**src/rtl/mavg_pkg.sv**
```systemverilog
// shared types and constants for the moving average filter
package mavg_pkg;

    localparam int SAMPLE_W = 16;
    localparam int CFG_W    = 5;

    localparam logic [CFG_W-1:0] WINDOW_RESET = 5'd3;

    typedef enum logic [3:0] {
        S_IDLE   = 4'b0001,
        S_UPDATE = 4'b0010,
        S_DIV    = 4'b0100,
        S_DONE   = 4'b1000
    } state_t;

endpackage

```
**src/rtl/moving_average_filter.sv**
```systemverilog
// boxcar moving average filter over signed q8.8 samples
//
// Each accepted sample goes into a 16-bit sample memory that holds the last
// window_length samples, and a running sum is updated with a single
// read-modify-write of that memory: the oldest sample is read in the accept
// cycle, and the sum and the memory are updated in the following one. Until
// window_length samples have arrived since reset or the last write of the
// window register, no result is produced and each sample goes from the update
// step straight back to idle. Once the window is full, every sample yields one
// average, the running sum divided by the window length and truncated toward
// zero. The division is a restoring divider that produces one quotient bit per
// cycle, and no new sample is taken until the result has been loaded into an
// output register. The core then goes on with the next sample while that
// result waits to be taken. Any write of the window register, even with an
// unchanged value, empties the window. A window length of zero acts as one,
// and values above MAX_WINDOW are saturated to MAX_WINDOW. The sample memory
// needs no clearing pass: only entries written since the window was emptied
// ever enter the running sum.
module moving_average_filter
    import mavg_pkg::*;
#(
    parameter int MAX_WINDOW = 16
)
(
    input  logic                clk,
    input  logic                rst_n,
    // window length register write
    input  logic                cfg_wr_en,
    input  logic [CFG_W-1:0]    cfg_wr_data,     // [4:0] window_length
    // sample input
    input  logic                s_axis_tvalid,
    output logic                s_axis_tready,
    input  logic [SAMPLE_W-1:0] s_axis_tdata,    // [15:0] sample
    // average output
    output logic                m_axis_tvalid,
    input  logic                m_axis_tready,
    output logic [SAMPLE_W-1:0] m_axis_tdata     // [15:0] average
);

    // memory index and running sum widths follow from the largest window
    localparam int PTR_W     = (MAX_WINDOW > 1) ? $clog2(MAX_WINDOW) : 1;
    localparam int SUM_W     = SAMPLE_W + ((MAX_WINDOW > 1) ? $clog2(MAX_WINDOW) : 0);
    localparam int CNT_W     = $clog2(SUM_W);
    localparam int LEN_W     = CFG_W;
    localparam int CMP_W     = ((PTR_W > LEN_W) ? PTR_W : LEN_W) + 1;
    // the register can only express windows up to 31 samples
    localparam int MAX_CLAMP = (MAX_WINDOW > 31) ? 31 : MAX_WINDOW;

    localparam logic [LEN_W-1:0] LEN_MAX = LEN_W'(MAX_CLAMP);
    localparam logic [CNT_W-1:0] CNT_END = CNT_W'(SUM_W - 1);

    // sample memory, one write and one registered read port
    logic [SAMPLE_W-1:0] ring_mem [MAX_WINDOW];
    logic [SAMPLE_W-1:0] rd_data_reg;

    // control state
    state_t               state_reg, state_next;
    logic [CFG_W-1:0]     window_reg;
    logic [SUM_W-1:0]     sum_reg, sum_next;
    logic [LEN_W-1:0]     fill_reg, fill_next;
    logic [PTR_W-1:0]     ptr_reg, ptr_next;
    logic [PTR_W-1:0]     slot_reg;
    logic [SAMPLE_W-1:0]  sample_reg;

    // divider state
    logic [SUM_W-1:0]     quo_reg;
    logic [LEN_W-1:0]     rem_reg;
    logic [CNT_W-1:0]     cnt_reg;
    logic                 neg_reg;

    // output register
    logic                 out_valid_reg;
    logic [SAMPLE_W-1:0]  out_data_reg;

    logic [LEN_W-1:0]     len;
    logic [PTR_W-1:0]     slot;
    logic [CMP_W-1:0]     slot_inc;
    logic                 in_accept;
    logic                 window_full;
    logic [SUM_W-1:0]     sum_abs;
    logic [LEN_W:0]       trial;
    logic                 trial_ge;
    logic [SUM_W-1:0]     quo_signed;
    logic                 out_load;

    // effective window length
    always_comb
    begin
        if (window_reg == '0)
        begin
            len = LEN_W'(1);
        end
        else if (window_reg > LEN_MAX)
        begin
            len = LEN_MAX;
        end
        else
        begin
            len = window_reg;
        end
    end

    assign in_accept     = s_axis_tvalid && s_axis_tready;
    assign s_axis_tready = (state_reg == S_IDLE);

    // slot to replace, wrapped into the current window
    assign slot = (CMP_W'(ptr_reg) >= CMP_W'(len)) ? '0 : ptr_reg;

    // running sum, fill and pointer update of the read-modify-write step
    assign window_full = (fill_reg >= len);
    always_comb
    begin
        sum_next = sum_reg
                 - (window_full ? SUM_W'(signed'(rd_data_reg)) : '0)
                 + SUM_W'(signed'(sample_reg));
        fill_next = window_full ? len : fill_reg + LEN_W'(1);
        slot_inc  = CMP_W'(slot_reg) + CMP_W'(1);
        ptr_next  = (slot_inc >= CMP_W'(len)) ? '0 : slot_inc[PTR_W-1:0];
    end

    assign sum_abs = sum_next[SUM_W-1] ? (~sum_next + SUM_W'(1)) : sum_next;

    // one restoring step per cycle
    assign trial    = {rem_reg, quo_reg[SUM_W-1]};
    assign trial_ge = (trial >= {1'b0, len});

    assign quo_signed = neg_reg ? (~quo_reg + SUM_W'(1)) : quo_reg;
    assign out_load   = (state_reg == S_DONE) && (!out_valid_reg || m_axis_tready);

    always_comb
    begin
        state_next = state_reg;
        unique case (state_reg)
            S_IDLE:
            begin
                if (in_accept)
                begin
                    state_next = S_UPDATE;
                end
            end
            S_UPDATE:
            begin
                state_next = (fill_next >= len) ? S_DIV : S_IDLE;
            end
            S_DIV:
            begin
                if (cnt_reg == CNT_END)
                begin
                    state_next = S_DONE;
                end
            end
            S_DONE:
            begin
                if (out_load)
                begin
                    state_next = S_IDLE;
                end
            end
            default:
            begin
                state_next = S_IDLE;
            end
        endcase
    end

    // sample memory: oldest entry read at accept, new sample written back next cycle
    always_ff @(posedge clk)
    begin
        if (in_accept)
        begin
            rd_data_reg <= ring_mem[slot];
        end
        if (state_reg == S_UPDATE)
        begin
            ring_mem[slot_reg] <= sample_reg;
        end
    end

    // payload and divider datapath
    always_ff @(posedge clk)
    begin
        if (in_accept)
        begin
            sample_reg <= s_axis_tdata;
            slot_reg   <= slot;
        end
        if (state_reg == S_UPDATE)
        begin
            quo_reg <= sum_abs;
            neg_reg <= sum_next[SUM_W-1];
            rem_reg <= '0;
            cnt_reg <= '0;
        end
        else if (state_reg == S_DIV)
        begin
            quo_reg <= {quo_reg[SUM_W-2:0], trial_ge};
            rem_reg <= trial_ge ? LEN_W'(trial - {1'b0, len}) : trial[LEN_W-1:0];
            cnt_reg <= cnt_reg + CNT_W'(1);
        end
        if (out_load)
        begin
            out_data_reg <= quo_signed[SAMPLE_W-1:0];
        end
    end

    // control registers
    always_ff @(posedge clk or negedge rst_n)
    begin
        if (!rst_n)
        begin
            state_reg     <= S_IDLE;
            window_reg    <= WINDOW_RESET;
            sum_reg       <= '0;
            fill_reg      <= '0;
            ptr_reg       <= '0;
            out_valid_reg <= 1'b0;
        end
        else
        begin
            state_reg <= state_next;
            if (cfg_wr_en)
            begin
                // any write empties the window
                window_reg <= cfg_wr_data;
                sum_reg    <= '0;
                fill_reg   <= '0;
                ptr_reg    <= '0;
            end
            else if (state_reg == S_UPDATE)
            begin
                sum_reg  <= sum_next;
                fill_reg <= fill_next;
                ptr_reg  <= ptr_next;
            end
            if (out_load)
            begin
                out_valid_reg <= 1'b1;
            end
            else if (m_axis_tready)
            begin
                out_valid_reg <= 1'b0;
            end
        end
    end

    assign m_axis_tvalid = out_valid_reg;
    assign m_axis_tdata  = out_data_reg;

endmodule

```
**config.mk**
```make
export PLATFORM = sky130hd
export DESIGN_NAME = moving_average_filter
export DESIGN_NICKNAME = d
export VERILOG_FILES = /design/src/rtl/mavg_pkg.sv /design/src/rtl/moving_average_filter.sv
export SDC_FILE = /design/constraint.sdc
export NUM_CORES = 1
export LEC_CHECK = 0
export BUFFER_PORTS_ARGS = -buffer_cell sky130_fd_sc_hd__buf_2
export CAP_MARGIN = 20
export CORE_MARGIN = 1.5
export CORE_UTILIZATION = 30
export DETAILED_ROUTE_END_ITERATION = 6
export MAX_ROUTING_LAYER = met4
export PLACE_DENSITY = 0.53
export SKIP_CTS_REPAIR_TIMING = 1
export SYNTH_ARGS = -nofsm -noshare
export SYNTH_HDL_FRONTEND = slang
export SYNTH_SLANG_ARGS = --single-unit
```
**constraint.sdc**
```tcl
create_clock -name clk -period 11.3 [get_ports clk]
set_input_delay 1.13 -clock clk [delete_from_list [all_inputs] [get_ports clk]]
set_output_delay 1.13 -clock clk [all_outputs]
set_load 0.005 [all_outputs]
```
-- Word-level counts from Yosys, hierarchy flattened
Memories as Yosys holds them, arrays and structs flattened. A register that Yosys moved wholly into a read port is not among the register bits.
Index checks and enable logic that the tools add are counted.
- output and inout port bits: 18
- memories kept: 1
- input bits: 26
- bits in writable memories: 256
- register bits after elaboration: 106
- logic and storage cells: 73
- memory list (memory ; words ; bits a word ; read ports ; clocked after memory_dff ; write ports ; RTL line ; text):
    ring_mem ; 16 ; 16 ; 1 ; 1 ; 1 ; moving_average_filter.sv:53 ; logic [SAMPLE_W-1:0] ring_mem [MAX_WINDOW];
- add/sub/neg operators: 8
- bitwise operators: 2
- mux-type cells: 26
- equality and inequality tests: 8
- $lt $le $gt $ge: 6
- reductions and logical operators: 9
- operator list (cell ; count):
    2-to-1 mux 20 bit ; 6
    2-to-1 mux 5 bit ; 6
    2-to-1 mux 4 bit ; 7
    adder 20 x 1 -> 20 bit, second input constant ; 1
    adder 20 bit ; 1
    inverter 20 bit ; 1
    subtractor 20 bit ; 1
    adder 16 x 1 -> 16 bit, second input constant ; 1
    2-to-1 mux 16 bit ; 1
    inverter 16 bit ; 1
    case mux 4 bit (4 select lines) ; 1
    greater-or-equal comparator 5 bit ; 3
    adder 5 x 1 -> 5 bit, second input constant ; 2
    greater-or-equal comparator 6 x 5 -> 1 bit ; 1
    nonzero test 2 bit ; 3
    adder 4 x 1 -> 5 bit, second input constant ; 1
    == test 5 bit, second input constant ; 1
    greater-or-equal comparator 4 x 5 -> 1 bit ; 1
    > comparator 5 bit, second input constant ; 1
    zero test 5 bit ; 1
    subtractor 5 bit ; 1
    == test 4 x 1 -> 1 bit, second input constant ; 1
    == test 4 x 2 -> 1 bit, second input constant ; 1
    == test 4 x 3 -> 1 bit, second input constant ; 1
    9 further kinds ; 14

-- Logic depth before layout (Yosys ltp)
- depth in word-level cells: 11
- mapped depth: 26
- mapped depth without buffers: 24

-- Worst setup path before layout
Ideal clock, no wire load.
- path type: reg2reg
- start point: register window_reg[3]
- end point: register quo_reg[18], data pin
- arrival: 5192 ps
- stages on the path, launching flop included: 26
- slack: 5842 ps
- required time: 11034 ps
- path buffers: 3
- setup time: 266 ps
- clock period less this slack: 5458 ps
- cell sequence: dfrtp_1 nor3_1 nor2_1 nor2_1 ha_1 nand2b_1 a21o_1 a21o_1 a21o_1 a21o_1 clkbuf_1 clkbuf_1 and2_1 fa_1 inv_1 ha_1 o21a_1 nor2_1 a31oi_4 or4_1 and4_4 buf_6 nor4_4 a31oi_1 xnor2_1 o21ai_1
- word-level cells in the longest chain between the ends: 11
- elaborated cells between the ends (all ways): 12
- those cells by class: 3 x add/sub; 2 x order compare; 5 x mux; 1 x bitwise; 1 x reduce/logical
- RTL lines (what ; RTL line ; text):
    start, declared ; moving_average_filter.sv:58 ; logic [CFG_W-1:0] window_reg;
    start signal, assigned ; moving_average_filter.sv:224 ; window_reg <= cfg_wr_data;
    > comparator 5 bit ; moving_average_filter.sv:93 ; else if (window_reg > LEN_MAX)
    2-to-1 mux 5 bit ; moving_average_filter.sv:93 ;
    2-to-1 mux 5 bit (*) ; moving_average_filter.sv:89 ; if (window_reg == '0)
    greater-or-equal comparator 5 bit (*) ; moving_average_filter.sv:110 ; assign window_full = (fill_reg >= len);
    2-to-1 mux 20 bit (*) ; moving_average_filter.sv:114 ; - (window_full ? SUM_W'(signed'(rd_data_reg)) : '0)
    subtractor 20 bit (*) ; moving_average_filter.sv:114 ;
    adder 20 bit (*) ; moving_average_filter.sv:115 ; + SUM_W'(signed'(sample_reg));
    inverter 20 bit ; moving_average_filter.sv:121 ; assign sum_abs = sum_next[SUM_W-1] ? (~sum_next + SUM_W'(1)) : sum_next;
    adder 20 x 1 -> 20 bit ; moving_average_filter.sv:121 ;
    2-to-1 mux 20 bit (*) ; moving_average_filter.sv:121 ;
    2-to-1 mux 20 bit (*) ; moving_average_filter.sv:187 ; if (state_reg == S_UPDATE)
    end signal, assigned ; moving_average_filter.sv:189 ; quo_reg <= sum_abs;
    end signal, assigned ; moving_average_filter.sv:196 ; quo_reg <= {quo_reg[SUM_W-2:0], trial_ge};
    end, declared ; moving_average_filter.sv:66 ; logic [SUM_W-1:0] quo_reg;
Mark *: on every way between the ends. The rest lies on a longest branch, timed or not.
A chain may end at the register's enable or synchronous reset.

-- Worst setup path after layout
- start point: register window_reg[3]
- end point: register quo_reg[4], data pin
- elaborated cells between the ends (all ways): 12
- those cells by class: 3 x add/sub; 2 x order compare; 5 x mux; 1 x bitwise; 1 x reduce/logical
- RTL lines (what ; RTL line ; text):
    > comparator 5 bit ; moving_average_filter.sv:93 ;
    2-to-1 mux 5 bit ; moving_average_filter.sv:93 ;
    2-to-1 mux 5 bit (*) ; moving_average_filter.sv:89 ;
    greater-or-equal comparator 5 bit (*) ; moving_average_filter.sv:110 ;
    2-to-1 mux 20 bit (*) ; moving_average_filter.sv:114 ;
    subtractor 20 bit (*) ; moving_average_filter.sv:114 ;
    adder 20 bit (*) ; moving_average_filter.sv:115 ;
    named net sum_next[19] ; moving_average_filter.sv:59 ; logic [SUM_W-1:0] sum_reg, sum_next;
    2-to-1 mux 20 bit (*) ; moving_average_filter.sv:121 ;
    2-to-1 mux 20 bit (*) ; moving_average_filter.sv:187 ;
Mark *: on every way through the listed nets, which the timed path passes. The rest lies on a longest branch.

==> out/results.md <==
| Metric | Reported | Unit |
| --- | --- | --- |
| Antenna violations before repair | 0 | - |
| Layout Utilization | 34.6 | % |
| Worst hold slack | 456 | ps |
| Worst-margin pin slew | 976 | ps |
| Via count of the first global-routing pass | 10761 | - |
| Overall die area | 61600 | µm² |
| Clock buffer depth | 3 | - |
| Post-synth design cell area | 18000 | µm² |
| Largest incremental delay on the critical path | 560 | ps |
| Highest ir drop seen on vdd | 170 | µV |
| Share of the clock period used by the worst path | 56.6 | % |
| Final-stage net count | 1482 | - |
| Insertion delay of the later-clocked pin in the worst-skew pair | 580 | ps |
| Required time of the critical path | 11580 | ps |
| Sw Share | 37.8 | % |
| Worst slew margin | 34.9 | % |
| EDFF count, synth | 329 | - |
| 1st-pass router iterations | 7 | - |
| H-tree depth | 2 | - |
| Internal power | 0.00338 | W |
| Global Route Usage Sum | 13.2 | % |
| Maximum clock frequency | 156 | MHz |
| Detailed-route vias per instance | 4.80 | - |
| HPWL after detailed placement | 25000 | µm |
| Sequential-to-total area share from yosys stat | 61.3 | % |
| Clock slew at reported path FFs | 60 | ps |
| Number of clock buffers inserted by TritonCTS | 43 | - |
| Mapped Avg Cell Area | 13.4 | µm² |
| Total power divided by cell area | 265 | nW/µm² |
| Crit-path cells | nor3_1 > nor2_1 > nor2_1 > ha_1 > nand2b_1 > a21o_1 > a21o_1 > a21o_1 > a21o_1 > and2_1 > fa_1 > inv_1 > ha_1 > and2_4 > and3_1 > a31oi_4 > o41ai_2 > o31ai_2 > xnor2_2 > inv_2 > o21ai_0 > xor2_1 > o21ai_0 | - |
| Setup repair after global routing missed its margin | no | - |
| Number of DRC markers after the initial detailed-route iteration | 730 | - |
| FP Rows | 89 | - |
| Initial Utilization | 30.4 | % |
| NetSw | 0.00205 | W |
| Flop pwr share | 33.6 | % |
| Result of the run | complete, but fails checks | - |
| Synth async-reset ratio | 10.3 | % |
| Chip height | 248 | µm |
| Critical setup path kind | reg2reg | - |
| Remaining antenna violation count | 0 | - |
| Number of DRC violations after detailed routing | 4 | - |
| Type of element capturing the critical path | flop | - |
| Routed len/inst | 17.5 | µm |
| Net count after synthesis | 1441 | - |
| Buf/Inv on CP | 2 | - |
| Via count | 10514 | - |
| Crit start category | flop | - |
| Cell variety after synth | 79 | - |
| Clock Root Buffer | clkbuf_16 | - |
| CTS Sinks | 378 | - |
| Post-synth top flop | edfxtp_1 | - |
| Pin count of the biggest net entering global routing | 68 | - |
| Share of power burned in the clock network | 25.3 | % |
| Final setup vio count | 0 | - |
| Total congestion overflow | 0 | - |
| Antenna diodes | 0 | - |
| Layout-stage area growth over the synthesis result | 13.5 | % |
| I/O pins | 44 | - |
| Standard cell core area | 59200 | µm² |
| Cell family with most CP delay | compound AO/OA/AOI/OAI gates | - |
| Final Slew Violations | 0 | - |
| Max-cap violations | 0 | - |
| Final-report hold violation count | 0 | - |
| CTS tree | done | - |
| Total detailed-routing wirelength | 38500 | µm |
| Worst setup skew after layout | 22.5 | ps |
| Library cell appearing most often on the critical path | a21o_1 | - |
| Largest fanout on the critical path | 24 | - |
| Data arrival time at the worst-slack endpoint | 6680 | ps |
| Total negative setup slack | 0 | ps |
| Combinational cell fraction of total power | 41.1 | % |
| Port Buffer Count | 43 | - |
| Global-route wire length before repair | 61700 | µm |
| Share of final-layout standard cells stronger than drive strength 1 | 15.6 | % |
| Global placer's final weighted congestion | 0.863 | - |
| Leak pwr | 7.22 | nW |
| Post-Synthesis Cells | 1343 | - |
| Minimum period implied by the final worst setup slack | 6400 | ps |
| Register bit total from synthesis | 378 | - |
| CP max-delay cell | xnor2_2 | - |
| Hold WC Path Type | reg2reg | - |
| Max FFs per register | 256 | - |
| Width of the die | 248 | µm |
| Violations in the final reports | DRC | - |
| Total number of yosys warnings | 0 | - |
placed cells by master (no fill, tap or decap), types with 7 or more instances in the layout:
cell / instances
edfxtp_1: 329
nand2_1: 141
inv_1: 95
a21oi_1: 81
nor2_1: 57
ha_1: 52
mux4_2: 48
xnor2_1: 43
clkbuf_16: 43
buf_2: 43
o21ai_0: 40
dfrtp_1: 34
and2_1: 30
nand3_1: 28
and3_1: 27
mux2_2: 20
fa_1: 20
buf_4: 18
nand2b_1: 17
xor2_1: 17
nor3_1: 17
o221ai_1: 17
and2_0: 16
o311a_1: 15
clkbuf_1: 11
a21o_1: 10
clkinv_1: 10
dfxtp_1: 10
a211oi_1: 9
o31ai_1: 7
routing by layer:
layer  track usage (%)  vias up  wire length [µm]
met1              17.5     5227             17800
li1                  -     5039                 -
met5                 -        -                 0
met4              3.81        0               934
met2              21.0      187             18100
met3              2.09       61              1630
cell type report:
class                           instances  area [µm²]
Inverter                               97         364
Fill cell                            5742       38800
Sequential cell                       378       11100
Tap cell                              773         967
Clock buffer                           57        1160
Clock inverter                         23         224
Multi-Input combinational cell        803        6340
Timing Repair Buffer                   61         350
kinds of logic after synthesis:
logic type / count (synthesis) / share of synthesized area, %
xor gates and xnor gates: 61 / 3.00
and+or+nand+nor: 370 / 10.1
adders and majority gates: 72 / 5.83
muxes: 71 / 7.41
DFF: 378 / 61.3
AOI/OAI and AO/OA: 229 / 8.81
buffers and inverters: 162 / 3.53
Yosys cell counts (3+ instances only):
cell	instances	area (µm²)
a31oi_1	4	25.0
mux2_2	20	225
nand2b_1	17	106
nor3_1	17	85.1
clkbuf_1	52	195
nand3_1	28	140
o22ai_1	4	25.0
and2_1	31	194
xor2_1	17	149
mux4_2	48	1080
fa_1	20	400
or2_2	3	18.8
a21o_1	10	75.1
nand3b_1	4	30.0
xnor2_1	43	377
inv_1	95	357
or4_1	3	22.5
nand2_1	141	529
o211ai_1	4	30.0
o21ai_1	6	30.0
a211oi_1	9	67.6
edfxtp_1	329	9880
dfstp_2	3	78.8
o21ai_0	40	200
a21oi_1	81	405
dfxtp_1	10	200
dfrtp_1	36	901
and3_1	27	169
o311a_1	15	150
nand4_1	6	37.5
o221ai_1	17	149
o41ai_1	4	35.0
nor2b_1	5	31.3
o31ai_1	7	52.6
mux2i_1	3	30.0
buf_2	8	40.0
ha_1	52	651
nor2_1	58	218
and2_0	16	100
metrics by stage:
step           instances  total power, W  worst slack (ps)  instance area [µm²]
6_report            2192         0.00543              4900                20500
5_1_grt             2192         0.00580              4410                20500
4_1_cts             2192         0.00551              4820                20500
3_5_place_dp        2112         0.00410              4850                19100
3_3_place_gp        2111         0.00407              5070                19100
2_1_floorplan       1343         0.00359              5840                18000
worst register-to-register path, stage by stage, from the launching register on:
cell and delay, ps:
dfrtp_1 390, nor3_1 190, nor2_1 60, nor2_1 400
ha_1 330, nand2b_1 140, a21o_1 170, a21o_1 190
a21o_1 180, a21o_1 410, and2_1 300, fa_1 480
inv_1 40, ha_1 430, and2_4 230, and3_1 200
a31oi_4 110, o41ai_2 530, o31ai_2 130, xnor2_2 560
inv_2 220, o21ai_0 180, xor2_1 180, o21ai_0 90
power by group through the flow:
stage	sequential, W	combinational, W	clock (W)
floorplan	0.00180	0.00179	0
global placement	0.00185	0.00222	0
detailed placement	0.00186	0.00224	0
CTS	0.00183	0.00225	0.00142
global route	0.00185	0.00248	0.00147
finish	0.00183	0.00223	0.00137
final timing paths:
check / endpoint / cells past startpoint / startpoint / slack [ps]
setup / recovery: quo_reg[4] / 23 / window_reg[3] / 4900
hold / removal: rem_reg[4] / 2 / rem_reg[4] / 460
setup reg to reg: quo_reg[4] / 23 / window_reg[3] / 4900
hold reg to reg: rem_reg[4] / 2 / rem_reg[4] / 460
max in group asynchronous: ptr_reg[1] / 2 / rst_n / 10210
min in group asynchronous: state_reg[3] / 2 / rst_n / 650
Note: power is estimated with default switching activity, not from simulation.
